[src/sv/biu_pkg.sv]
// ------------------------------------------------------------------------
// biu_pkg
// shared constants and types of the bilinear upscaler
// ------------------------------------------------------------------------
package biu_pkg;

    localparam int SRC_WIDTH  = 384;
    localparam int SRC_HEIGHT = 288;

    localparam int CFG_W   = 13;
    localparam int COORD_W = 12;
    localparam int SRCC_W  = 9;
    localparam int CH_W    = 8;
    localparam int PIX_W   = 3 * CH_W;
    localparam int FRAC_W  = 9;

    localparam int XI_W = $clog2(SRC_WIDTH);
    localparam int YI_W = $clog2(SRC_HEIGHT);

    // scale numerators (source size minus one, in 1/256 pixel)
    localparam int KX = (SRC_WIDTH - 1) * 256;
    localparam int KY = (SRC_HEIGHT - 1) * 256;
    localparam int KW = $clog2(((KX > KY) ? KX : KY) + 1);
    localparam int PW = COORD_W + KW;

    localparam int BANK_D = ((SRC_HEIGHT + 1) / 2) * SRC_WIDTH;
    localparam int AW     = $clog2(BANK_D);

    localparam int FIFO_D  = 4;
    localparam int FIFO_AW = $clog2(FIFO_D);

    localparam int IN_RAW_W    = 2 * SRCC_W + 3 * CH_W + 2 * COORD_W;
    localparam int IN_TDATA_W  = ((IN_RAW_W + 7) / 8) * 8;
    localparam int OUT_TDATA_W = PIX_W;

    localparam int CFG_IDX_W = 1;
    localparam logic [CFG_IDX_W-1:0] CFG_OUT_WIDTH  = 1'b0;
    localparam logic [CFG_IDX_W-1:0] CFG_OUT_HEIGHT = 1'b1;

    localparam int OUT_WIDTH_RST  = 1024;
    localparam int OUT_HEIGHT_RST = 768;

    localparam logic OP_WRITE = 1'b0;
    localparam logic OP_READ  = 1'b1;

    typedef struct packed {
        logic                is_read;
        logic [SRCC_W-1:0]   src_x;
        logic [SRCC_W-1:0]   src_y;
        logic [PIX_W-1:0]    pix;
        logic [COORD_W-1:0]  out_x;
        logic [COORD_W-1:0]  out_y;
    } t_req;

    typedef struct packed {
        logic                is_read;
        logic                wr_ok;
        logic [XI_W-1:0]     wr_x;
        logic [YI_W-1:0]     wr_y;
        logic [PIX_W-1:0]    wr_pix;
        logic [XI_W-1:0]     xi;
        logic [FRAC_W-1:0]   fx;
        logic [YI_W-1:0]     yi;
        logic [FRAC_W-1:0]   fy;
    } t_cmd;

    typedef struct packed {
        logic empty;
        logic full;
    } t_fifo_st;

endpackage

[src/sv/biu_fifo.sv]
// ------------------------------------------------------------------------
// biu_fifo
// short command queue between front and back
// ------------------------------------------------------------------------
module biu_fifo (
    input  logic               i_clk,
    input  logic               i_rst_n,
    input  logic               i_push,
    input  biu_pkg::t_cmd      i_data,
    input  logic               i_pop,
    output biu_pkg::t_cmd      o_data,
    output biu_pkg::t_fifo_st  o_st
);
    import biu_pkg::*;

    t_cmd               r_mem [FIFO_D];
    logic [FIFO_AW-1:0] r_wp;
    logic [FIFO_AW-1:0] r_rp;
    logic [FIFO_AW:0]   r_cnt;

    always_ff @(posedge i_clk) begin
        if (!i_rst_n) begin
            r_wp  <= '0;
            r_rp  <= '0;
            r_cnt <= '0;
        end else begin
            if (i_push) r_wp <= r_wp + 1'b1;
            if (i_pop)  r_rp <= r_rp + 1'b1;
            r_cnt <= r_cnt + (FIFO_AW+1)'(i_push) - (FIFO_AW+1)'(i_pop);
        end
    end

    always_ff @(posedge i_clk) begin
        if (i_push) r_mem[r_wp] <= i_data;
    end

    assign o_data   = r_mem[r_rp];
    assign o_st.empty = (r_cnt == '0);
    assign o_st.full  = (r_cnt == (FIFO_AW+1)'(FIFO_D));

endmodule

[config.mk]
export PLATFORM = sky130hd
export DESIGN_NAME = biu_fifo
export DESIGN_NICKNAME = d
export VERILOG_FILES = /design/src/sv/biu_pkg.sv /design/src/sv/biu_fifo.sv
export SDC_FILE = /design/constraint.sdc
export NUM_CORES = 1
export LEC_CHECK = 0
export ABC_AREA = 0
export BUFFER_PORTS_ARGS = -buffer_cell sky130_fd_sc_hd__buf_2
export CORE_ASPECT_RATIO = 0.6
export CORE_MARGIN = 2
export CORE_UTILIZATION = 55
export CTS_CLUSTER_SIZE = 24
export DETAILED_ROUTE_END_ITERATION = 16
export GPL_TIMING_DRIVEN = 0
export HOLD_SLACK_MARGIN = 0.08
export PLACE_DENSITY_LB_ADDON = 0.05
export SLEW_MARGIN = 20
export SYNTH_ARGS = -nofsm -noshare
export SYNTH_HDL_FRONTEND = slang
export SYNTH_SLANG_ARGS = --single-unit
[constraint.sdc]
create_clock -name i_clk -period 4 [get_ports i_clk]
set_input_delay 0.6 -clock i_clk [delete_from_list [all_inputs] [get_ports i_clk]]
set_output_delay 0.6 -clock i_clk [all_outputs]
set_load 0.01 [all_outputs]
# == After elaboration in Yosys (flattened, before gate mapping) ==
# Memory sizes are Yosys's and may differ from the RTL's. A register that Yosys moved wholly into a read port is not among the register bits.
# Index checks and enable logic that the tools add are counted.
# op_classes
n_addsub,4
n_eq_ne,1
mux,4
n_reduce_logical,1
# op_table
op,n
2-bit by 1-bit adder with 2-bit output (second input constant),2
2-bit 2-to-1 mux,2
3-bit by 1-bit adder with 3-bit output,1
3-bit == test (second input constant),1
3-bit zero test,1
3-bit by 1-bit subtractor with 3-bit output,1
1-bit 2-to-1 mux,2
# word_totals
reg_bits,7
mem_bits_rw,320
in_bits,84
out_inout_bits,82
word_cells,14
mem_count,1
# mem_list
name,depth,width,rd,rd_clocked_by_memory_dff,wr,line_no,text
r_mem,4,80,1,1,1,biu_fifo.sv:16,t_cmd r_mem [FIFO_D];

# == Depth between registers and ports, before layout ==
# logic_depth
depth_word,3
depth_mapped,7
depth_no_buf,7

# == Least setup slack after synthesis ==
# No wires, ideal clock.
# synth_timing
kind,input -> register
startpoint,input port i_push
endpoint,memory r_mem[0][0] in the netlist's numbering (enable)
setup_time_ps,447
t_arrival_ps,2463
required_time_ps,3553
path_slack_ps,1090
stages,1
n_path_buf,0
path_cell_list,and2_1
# synth_between
elab_chain_len,2
# synth_lines
item,line_no,text
start: declaration,biu_fifo.sv:8,"input logic i_push,"
1-bit 2-to-1 mux,biu_fifo.sv:34,if (i_push) r_mem[r_wp] <= i_data;
1-bit 2-to-1 mux (implied by the code),biu_fifo.sv:34,
end: declaration,biu_fifo.sv:16,
# Every way passes these cells.

==> impl_metrics.py <==
metrics = {
    "synthesis": {
        "synth-edff-count": 320,
        "ys_seq_elements": 329,
        "synth_top_area_cell": "edfxtp_1",
        "synth_nets": 552,
        "synth_xor_area_share_pct": 0.342,
        "yosysSeqAreaShare_pct": 81.1,
        "synth_top_family_by_area": "multiplexers",
        "yosysUniqueCellTypes": 20,
        "synth_fa_ha_area_share_pct": 0.788,
        "synth_area_leaders": "edfxtp_1, mux4_2, dfxtp_1",
        "muxShareOfSynthArea_pct": 15.0,
        "async_reset_ff_share_pct": 0,
        "ys.flop_type": "edfxtp_1",
        "synth_compound_area_share_pct": 0.124,
        "netlist.area_leader.share_pct": 79.6,
        "syn-cell-area_sq_um": 12100,
        "synthSimpleGateAreaFrac_pct": 0.622,
        "ys_warn_count": 0,
        "syn_avg_cell_area_sq_um": 26.2,
        "syn_inst": 461,
    },
    "clocking": {
        "clk_pin_slew_ns": 0.07,
        "postCtsSetupRepairBufs": 0,
        "cts.repair.resized": 0,
        "numCtsBuffers": 29,
        "cts_tree": "yes",
        "cts_sinks": 329,
        "cts_hold_buf": 0,
        "clock_path_buffers": 3,
        "clkLatencyLatePin_ns": 0.54,
        "htreeDepth": 1,
        "cts-root-buf": "clkbuf_16",
    },
    "route": {
        "vias": 5393,
        "post_drt_wl_per_cell_um": 22.2,
        "drt_wl_total_um": 21400,
        "drc": 0,
        "viasPerCell": 5.59,
        "drt_iter0_drc": 400,
        "ant_nets": 0,
        "first_pass_iters": 5,
    },
    "placed_design": {
        "hpwl_um": 13600,
        "routabilityCongestion": 0.743,
        "placed_area_sq_um": 13400,
        "io_buffers": 165,
        "place_inst": 912,
    },
    "floorplan": {
        "die_w_um": 195,
        "die_area_sq_um": 23200,
        "start_util_pct": 56.7,
        "io_pins": 166,
        "core_sq_um": 21300,
        "fp-row-count": 41,
        "die_y_um": 119,
    },
    "worst_setup_path": {
        "critPathCaptureType": "output port",
        "max_stage_delay_ns": 0.41,
        "critPathSlowestCell": "buf_1",
        "critPathBufInv": 3,
        "crit_top_cell": "buf_2",
        "cp.arrival_ns": 2.19,
        "cp-start-kind": "flip-flop",
        "crit_family": "buffers and inverters",
        "cp_max_fo": 10,
        "critPathRequiredTime_ns": 3.40,
        "crit_chain": "buf_1, buf_2, mux4_2, buf_2",
        "criticalPathCategory": "flip-flop to output port",
    },
    "timing": {
        "hold_slack_ns": 0.271,
        "tns_ns": 0,
        "period_minus_slack_ns": 2.79,
        "finalCritPeriodShare_pct": 69.8,
        "setup_viol": 0,
        "fmax_ghz": 0.358,
        "hold_viol": 0,
        "max_slew_margin_pct": 61.3,
        "worst_pin_slew_ns": 0.581,
        "slew_viol_final": 0,
        "clock-skew-final_ns": 0.0164,
        "rsz0062_at_grt": "false",
    },
    "global_route": {
        "grt_max_degree": 47,
        "grt.total_usage_pct": 18.9,
        "top_usage_layer": "met2",
        "gr-usage-met1_pct": 26.9,
        "grt_pass1_wl_um": 33000,
        "met2_usage_pct": 30.2,
        "antenna_found_initial": 3,
        "grt_overflow": 0,
        "grt_pass1_vias": 5713,
        "use_met3_pct": 5.05,
    },
    "cells_and_area": {
        "utilization_pct": 67.0,
        "instances_no_fill": 965,
        "design_area_sq_um": 14300,
        "fillers": 1400,
        "final_layout_size_suffix_gt1_share_pct": 45.8,
        "nets": 755,
        "syn_to_final_growth_pct": 18.1,
    },
    "pwr": {
        "irDropWorstVdd_v": 0.000335,
        "p_per_area_nw_per_um2": 511,
        "total_leakage_power_nw": 4.85,
    },
    "outcome": {
        "status": "complete, no violations",
    },
    "job": {
        "drv_cap": 0,
    },
    "worst_hold_path": {
        "min_path_type": "input pin to flip-flop",
    },
}
==> final timing paths <==
path	start	to	slack (ns)	cells after the start
min reg2reg	r_rp[1]$_SDFFE_PN0P_	r_rp[1]$_SDFFE_PN0P_	0.56	2
max	flip-flop	o_data[65]	1.21	4
min	i_data[17]	r_mem[1][17]$_DFFE_PP_	0.27	1
max reg2reg	r_wp[1]$_SDFFE_PN0P_	r_mem[1][48]$_DFFE_PP_	2.20	5
==> flip-flops by register name, indices dropped and copies added, names as in the netlist, named ones only <==
signal / flops
r_rp: 2
r_wp: 2
r_mem: 320
r_cnt: 3
==> layout make-up <==
type	instances	area [sq um]	area share (%)
Sequential cell	329	9790	68.7
Multi-Input combinational cell	107	2050	14.4
Timing Repair Buffer	172	973	6.83
Clock buffer	34	744	5.22
Tap cell	279	349	2.45
Buffer	18	215	1.51
Clock inverter	17	105	0.737
Inverter	7	26.3	0.184
Antenna cell	2	5.00	0.0351
==> cells in the final DEF (no fill, tap or decap), types with 2 or more instances in the layout <==
| cell type | n |
|---|---|
| and2_1 | 2 |
| and2_4 | 4 |
| buf_12 | 14 |
| buf_2 | 173 |
| clkbuf_1 | 5 |
| clkbuf_16 | 29 |
| clkinv_1 | 7 |
| clkinv_2 | 8 |
| dfxtp_1 | 9 |
| diode_2 | 2 |
| edfxtp_1 | 320 |
| ha_1 | 6 |
| inv_1 | 7 |
| mux4_2 | 80 |
| nor2_1 | 5 |
| xnor2_1 | 2 |
==> cells by family (layout without fill, tap and decap cells) <==
family | after synthesis | in the layout
muxes | 81 | 81
DFF | 329 | 329
adders and majority gates | 7 | 7
and+or+nand+nor | 14 | 14
AOI/OAI and AO/OA | 2 | 2
other | 0 | 2
buffers and inverters | 25 | 248
xor gates and xnor gates | 3 | 3
==> per-stage QoR <==
step | setup WS (ns) | power, mW
finish | 1.21 | 7.29
global route | 1.10 | 7.58
CTS | 1.13 | 7.38
detailed placement | 1.71 | 4.86
global placement | -0.575 | 4.83
floorplan | 1.09 | 4.54
==> per-layer routing <==
| metal | up-vias | wire length [um] |
|---|---|---|
| li1 | 2389 | - |
| met1 | 2814 | 9200 |
| met2 | 163 | 10300 |
| met3 | 25 | 1630 |
| met4 | 2 | 282 |
| met5 | - | 7 |
==> cell usage after synthesis, types with 2 or more instances <==
library cell,count
edfxtp_1,320
mux4_2,80
dfxtp_1,9
buf_12,8
buf_2,8
inv_1,7
and2_1,6
ha_1,6
nor2_1,5
xnor2_1,2
==> power by group <==
group / switching, mW / internal [mW] / total, mW
clock network: 1.13 / 1.39 / 2.52
registers: 0.0402 / 3.96 / 4.00
logic: 0.397 / 0.376 / 0.773
total: 1.57 / 5.72 / 7.29
(Power assumes the default switching activity.)
