### src/sv/biu_pkg.sv
// ------------------------------------------------------------------------
// biu_pkg
// shared constants and types of the bilinear upscaler
// ------------------------------------------------------------------------
package biu_pkg;

    localparam int SRC_WIDTH  = 384;
    localparam int SRC_HEIGHT = 288;

    localparam int CFG_W   = 13;
    localparam int COORD_W = 12;
    localparam int SRCC_W  = 9;
    localparam int CH_W    = 8;
    localparam int PIX_W   = 3 * CH_W;
    localparam int FRAC_W  = 9;

    localparam int XI_W = $clog2(SRC_WIDTH);
    localparam int YI_W = $clog2(SRC_HEIGHT);

    // scale numerators (source size minus one, in 1/256 pixel)
    localparam int KX = (SRC_WIDTH - 1) * 256;
    localparam int KY = (SRC_HEIGHT - 1) * 256;
    localparam int KW = $clog2(((KX > KY) ? KX : KY) + 1);
    localparam int PW = COORD_W + KW;

    localparam int BANK_D = ((SRC_HEIGHT + 1) / 2) * SRC_WIDTH;
    localparam int AW     = $clog2(BANK_D);

    localparam int FIFO_D  = 4;
    localparam int FIFO_AW = $clog2(FIFO_D);

    localparam int IN_RAW_W    = 2 * SRCC_W + 3 * CH_W + 2 * COORD_W;
    localparam int IN_TDATA_W  = ((IN_RAW_W + 7) / 8) * 8;
    localparam int OUT_TDATA_W = PIX_W;

    localparam int CFG_IDX_W = 1;
    localparam logic [CFG_IDX_W-1:0] CFG_OUT_WIDTH  = 1'b0;
    localparam logic [CFG_IDX_W-1:0] CFG_OUT_HEIGHT = 1'b1;

    localparam int OUT_WIDTH_RST  = 1024;
    localparam int OUT_HEIGHT_RST = 768;

    localparam logic OP_WRITE = 1'b0;
    localparam logic OP_READ  = 1'b1;

    typedef struct packed {
        logic                is_read;
        logic [SRCC_W-1:0]   src_x;
        logic [SRCC_W-1:0]   src_y;
        logic [PIX_W-1:0]    pix;
        logic [COORD_W-1:0]  out_x;
        logic [COORD_W-1:0]  out_y;
    } t_req;

    typedef struct packed {
        logic                is_read;
        logic                wr_ok;
        logic [XI_W-1:0]     wr_x;
        logic [YI_W-1:0]     wr_y;
        logic [PIX_W-1:0]    wr_pix;
        logic [XI_W-1:0]     xi;
        logic [FRAC_W-1:0]   fx;
        logic [YI_W-1:0]     yi;
        logic [FRAC_W-1:0]   fy;
    } t_cmd;

    typedef struct packed {
        logic empty;
        logic full;
    } t_fifo_st;

endpackage

### src/sv/biu_front.sv
// ------------------------------------------------------------------------
// biu_front
// accepts beats, sorts writes from reads, maps output coords to source
// ------------------------------------------------------------------------
module biu_front (
    input  logic                         i_clk,
    input  logic                         i_rst_n,
    input  logic                         i_valid,
    output logic                         o_ready,
    input  biu_pkg::t_req                i_req,
    input  logic [biu_pkg::CFG_W-1:0]    i_dx,
    input  logic [biu_pkg::CFG_W-1:0]    i_dy,
    input  biu_pkg::t_fifo_st            i_fst,
    output logic                         o_push,
    output biu_pkg::t_cmd                o_cmd
);
    import biu_pkg::*;

    typedef struct packed {
        logic              is_read;
        logic              wr_ok;
        logic [XI_W-1:0]   wr_x;
        logic [YI_W-1:0]   wr_y;
        logic [PIX_W-1:0]  wr_pix;
        logic              sat_x;
        logic              sat_y;
        logic [CFG_W-1:0]  rem_x;
        logic [CFG_W-1:0]  rem_y;
        logic [KW-1:0]     num_x;
        logic [KW-1:0]     num_y;
    } t_fstage;

    // one restoring step per axis, quotient bits shift in at the bottom
    function automatic t_fstage div_step(t_fstage s, logic [CFG_W-1:0] dx,
                                         logic [CFG_W-1:0] dy);
        t_fstage      o;
        logic [CFG_W:0] tx;
        logic [CFG_W:0] ty;
        o  = s;
        tx = {s.rem_x, s.num_x[KW-1]};
        ty = {s.rem_y, s.num_y[KW-1]};
        if (tx >= {1'b0, dx}) begin
            o.rem_x = CFG_W'(tx - {1'b0, dx});
            o.num_x = {s.num_x[KW-2:0], 1'b1};
        end else begin
            o.rem_x = tx[CFG_W-1:0];
            o.num_x = {s.num_x[KW-2:0], 1'b0};
        end
        if (ty >= {1'b0, dy}) begin
            o.rem_y = CFG_W'(ty - {1'b0, dy});
            o.num_y = {s.num_y[KW-2:0], 1'b1};
        end else begin
            o.rem_y = ty[CFG_W-1:0];
            o.num_y = {s.num_y[KW-2:0], 1'b0};
        end
        return o;
    endfunction

    logic            en;
    logic [KW:0]     r_vld;
    t_fstage         r_st [KW+1];
    t_fstage         n_st0;
    logic [PW-1:0]   prod_x;
    logic [PW-1:0]   prod_y;
    t_fstage         last;

    assign en      = !(r_vld[KW] && i_fst.full);
    assign o_ready = en;
    assign o_push  = r_vld[KW] && en;

    assign prod_x = PW'(i_req.out_x) * PW'(KX);
    assign prod_y = PW'(i_req.out_y) * PW'(KY);

    always_comb begin
        n_st0.is_read = i_req.is_read;
        n_st0.wr_ok   = (i_req.src_x < SRC_WIDTH) && (i_req.src_y < SRC_HEIGHT);
        n_st0.wr_x    = XI_W'(i_req.src_x);
        n_st0.wr_y    = YI_W'(i_req.src_y);
        n_st0.wr_pix  = i_req.pix;
        // past the last pair whenever coord >= divisor
        n_st0.sat_x   = CFG_W'(i_req.out_x) >= i_dx;
        n_st0.sat_y   = CFG_W'(i_req.out_y) >= i_dy;
        n_st0.rem_x   = CFG_W'(prod_x[PW-1:KW]);
        n_st0.rem_y   = CFG_W'(prod_y[PW-1:KW]);
        n_st0.num_x   = prod_x[KW-1:0];
        n_st0.num_y   = prod_y[KW-1:0];
    end

    always_ff @(posedge i_clk) begin
        if (!i_rst_n) begin
            r_vld <= '0;
        end else if (en) begin
            r_vld <= {r_vld[KW-1:0], i_valid};
        end
    end

    always_ff @(posedge i_clk) begin
        if (en) begin
            r_st[0] <= n_st0;
            for (int k = 1; k <= KW; k++) begin
                r_st[k] <= div_step(r_st[k-1], i_dx, i_dy);
            end
        end
    end

    assign last = r_st[KW];

    always_comb begin
        o_cmd.is_read = last.is_read;
        o_cmd.wr_ok   = last.wr_ok;
        o_cmd.wr_x    = last.wr_x;
        o_cmd.wr_y    = last.wr_y;
        o_cmd.wr_pix  = last.wr_pix;
        o_cmd.xi = last.sat_x ? XI_W'(SRC_WIDTH - 2) : last.num_x[8 +: XI_W];
        o_cmd.fx = last.sat_x ? FRAC_W'(256) : {1'b0, last.num_x[7:0]};
        o_cmd.yi = last.sat_y ? YI_W'(SRC_HEIGHT - 2) : last.num_y[8 +: YI_W];
        o_cmd.fy = last.sat_y ? FRAC_W'(256) : {1'b0, last.num_y[7:0]};
    end

endmodule

### config.mk
export PLATFORM = sky130hd
export DESIGN_NAME = biu_front
export DESIGN_NICKNAME = d
export VERILOG_FILES = /design/src/sv/biu_pkg.sv /design/src/sv/biu_front.sv
export SDC_FILE = /design/constraint.sdc
export NUM_CORES = 2
export LEC_CHECK = 0
export BUFFER_PORTS_ARGS = -buffer_cell sky130_fd_sc_hd__buf_2
export CAP_MARGIN = 30
export CORE_ASPECT_RATIO = 1.75
export CORE_MARGIN = 3
export CORE_UTILIZATION = 29
export DETAILED_ROUTE_END_ITERATION = 10
export GPL_TIMING_DRIVEN = 0
export HOLD_SLACK_MARGIN = 0.05
export PLACE_DENSITY = 0.4
export SETUP_SLACK_MARGIN = 0.1
export SYNTH_ARGS = -nofsm -noshare
export SYNTH_HDL_FRONTEND = slang
export SYNTH_SLANG_ARGS = --single-unit
export TNS_END_PERCENT = 10
### constraint.sdc
create_clock -name i_clk -period 91.3 [get_ports i_clk]
set_input_delay 9.13 -clock i_clk [delete_from_list [all_inputs] [get_ports i_clk]]
set_output_delay 9.13 -clock i_clk [all_outputs]
set_load 0.01 [all_outputs]
* Word-level counts from Yosys, hierarchy flattened
Memories as Yosys holds them, arrays and structs flattened.
Index checks and enable logic that the tools add are counted.
** Storage, ports and cells
- Flip-flop bits (word level) :: 18
- Memory bits (writable) :: 1908
- Bits of input ports :: 98
- Output and inout bits :: 82
- Logic and storage cells :: 221
- Memories kept :: 1
** Cells by class
- $add $sub $neg :: 34
- Multipliers :: 2
- Order comparisons :: 38
- Mux-type cells :: 141
- Reductions and logical operators :: 4
** Memories
- r_st :: depth 18, bits a word 106, rd ports 18, clocked after memory_dff 0, write ports 18, RTL line biu_front.sv:61 : t_fstage r_st [KW+1];
** Operators with widths (count)
- 13-bit 2-to-1 mux :: 68
- 17-bit 2-to-1 mux :: 34
- 14-bit by 13-bit greater-or-equal comparator with 1-bit output :: 34
- 13-bit subtractor :: 34
- 12-bit by 9-bit multiplier with 21-bit output, second input constant :: 2
- 9-bit 2-to-1 mux :: 4
- 1-bit 2-to-1 mux :: 35
- 12-bit by 13-bit greater-or-equal comparator with 1-bit output :: 2
- 9-bit less-than comparator, second input constant :: 2
- 1-bit logical AND :: 3
- 1-bit zero test :: 1

* Longest topological paths before layout
An unclocked memory read counts as a cell.
- Word-level depth :: 4
- Mapped depth :: 18
- Gate-level depth less buffers :: 18

* Worst setup path before layout
Ideal clock, no wire load.
- Kind :: input to output
- From :: input port i_fst[0] (netlist bit)
- To :: output port o_ready
- Arrival time :: 54506 ps
- Required time :: 82170 ps
- Path slack :: 27664 ps
- Stages :: 4
- Path buffers :: 2
- Path through :: and2_1 clkbuf_1 clkinv_1 clkbuf_1
** Between the ends
- Word-level cells in the longest chain between the ends :: 2
** Ends and longest elaborated chain
- start, declared :: RTL line biu_front.sv:13 : input biu_pkg::t_fifo_st i_fst,
- 1-bit logical AND :: RTL line biu_front.sv:67 : assign en = !(r_vld[KW] && i_fst.full);
- 1-bit zero test :: RTL line biu_front.sv:67
- end, declared :: RTL line biu_front.sv:9 : output logic o_ready,
Every way passes these cells.

* Worst setup path in the final report
Same ends and word-level chain as after synthesis.

==> run metrics <==
status complete, no violations; post-CTS sizing 0; Worst-Margin Slew 0.923 ns; Area Overhead vs Synth 15.5%; Clk pin slew, worst setup/hold paths 0.06 ns; # H-tree levels 4; startpoint types input pin; Final Power 3.21 mW; Net Count, Synth 6,238; Yosys top cell by area edfxtp_1; minimum clock period 22.08 ns; setup TNS 0 ns; Post-Syn Area 0.0799 mm²; Seq/Total Area, Yosys 0.630; DP HPWL 120,000 µm; Setup CP Type in2out; initial antenna violation count 17; crit path max fanout 63; number of nets in the layout 6,648; Async SR Flop Fraction 0; Worst Skew 0.0879 ns; 1st-iter DRT viols 2,104; synth warn 0; PwrDens 34.8 mW/mm²; synth unique cells 79; drc violations 0; first-pass GRT wire length 270,000 µm; TritonCTS clock tree built; routability cong. 0.788; leakage power 35.9 nW; critical path endpoint category output pin; max-slew violation count 0; Place WS 69.09 ns; max_cap viols 0; Hold Path Class reg2reg; Tcrit/Tclk final 0.242; PnR worst setup slack 69.22 ns; placeable core area 0.274 mm²; Root Driver clkbuf_16; RSZ-0062 raised after global routing no; setup violators final 0; Routed WL per cell 18.3 µm; total global-route track usage 0.123; cells after synthesis 5,461; DR vias 43,906; GRT Residual Overflow 0; row cnt 254; number of synthesized flops with an enable pin 1,664; CTS Hold Bufs 0; vias per cell 4.57; final hold vios 0; Worst-Skew Late Latency 0.84 ns; Rel. slew slack 0.384; Required @ worst endpoint 82.17 ns; Primary FF master, synth edfxtp_1; Initial Util 0.292; die area 0.282 mm²; largest net degree at the start of global routing 73; die height 701 µm; register bit count reported by yosys 1,682; final WL 176,000 µm; f_max 45.3 MHz; syn_area_per_cell 14.6 µm²; CTS Buffer Depth 4; Setup Buffers After CTS 0; DR pass1 iterations 7; Yosys top cell area share 0.625; Detail Route Antenna Nets 0; vias in the first global route 46,033; critical path data arrival time 12.95 ns; chip width 403 µm; Num Clock Sinks 1,682; Synth area leaders edfxtp_1, ha_1, mux2_2; num ports 180; Peak VDD IR 0.0179 mV; Port Buffers 178; cts bufs inserted 184; layout cells sized above 1 0.164
[Yosys cell counts, drive strengths merged (6+ instances only)]
master	number
and2	14
fa	120
o31ai	24
edfxtp	1664
a21boi	57
nand4	61
nor2	327
o21ai	234
a21oi	257
buf	82
a41oi	6
clkbuf	11
a21o	117
inv	338
and3	18
a31oi	22
mux2	332
xor2	94
a2111oi	7
nand3b	6
nor4	21
mux2i	63
nand2	161
or3	13
nor4b	6
or2	27
o211ai	16
o2111ai	8
nor3	91
nand2b	52
o21bai	26
and4	7
xnor2	190
nor2b	143
a211oi	56
dfxtp	18
o31a	12
a211o	7
nand3	49
o21a	85
ha	559
[per-stage QoR]
step            util  hold WS [ns]  area, µm²  std cells
2_1_floorplan      -         0.400      79900       5461
3_3_place_gp   0.311         0.400      85300       9223
3_5_place_dp   0.316         0.405      86500       9269
4_1_cts        0.337         0.367      92300       9596
5_1_grt        0.337         0.378      92300       9598
6_report       0.337         0.359      92300       9601
[placed cells by master, fill, tap and decap left out, types with 64 or more instances in the layout]
cell,instances
a21oi_1,255
o21ai_0,195
o21a_1,85
inv_1,318
clkbuf_16,188
fa_1,120
mux2_2,326
a21o_1,117
nor2_1,327
buf_2,187
nand2_1,161
xor2_1,94
nor3_1,91
edfxtp_1,1664
buf_4,64
nor2b_1,143
xnor2_1,190
ha_1,559
[critical path: stages]
cell and delay (ns):
buf_2 0.10, and2_1 0.12, clkbuf_1 0.21, clkinv_1 0.21, clkbuf_4 0.48, buf_16 0.34
buf_16 0.32, buf_16 0.33, buf_16 0.34, buf_16 0.33, buf_16 0.29, buf_16 0.28
buf_2 0.18
[worst paths after layout]
path	startpoint	end	slack, ns	cells past startpoint
max	i_fst[0]	o_ready	69.22	13
min	r_st[15][29]	r_st[16][30]	0.36	0
max reg2reg	r_vld[17]	r_st[0][84]	87.22	11
min reg2reg	r_st[15][29]	r_st[16][30]	0.36	0
[logic make-up after synthesis]
group                      count (synthesis)  synth area share
buffers and inverters                    432            0.0241
xor gates and xnor gates                 284            0.0311
muxes                                    395            0.0549
AOI/OAI and AO/OA                        983            0.0806
DFF                                     1682             0.630
and+or+nand+nor                         1006            0.0623
adders and majority gates                679             0.118
[registers in the layout, summed over array words and instances (netlist names)]
signal and cells:
r_vld 18, r_st 1664
[final cells by class]
cell class	instances	area, µm²
sequential	1682	50300
tap	3584	4480
clock buffer	216	4810
multi-input combinational	3347	27700
timing repair buffer	224	2060
fill	26691	182000
antenna	5	12.5
buffer	93	658
inverter	339	1270
clock inverter	111	1030
[where the power goes]
| part | switching, mW | total (mW) | internal [mW] |
|---|---|---|---|
| Combinational | 0.650 | 1.24 | 0.586 |
| Sequential | 0.0933 | 1.24 | 1.14 |
| Clock | 0.313 | 0.736 | 0.422 |
[layer usage]
metal / GRT usage / routed length (µm) / up-vias
met5: 0 / 114 / -
met4: 0.0470 / 6630 / 18
met3: 0.0207 / 6310 / 340
met2: 0.242 / 97300 / 610
met1: 0.128 / 65200 / 21541
li1: - / - / 21397
No activity file was read; power rests on OpenSTA's default activity.
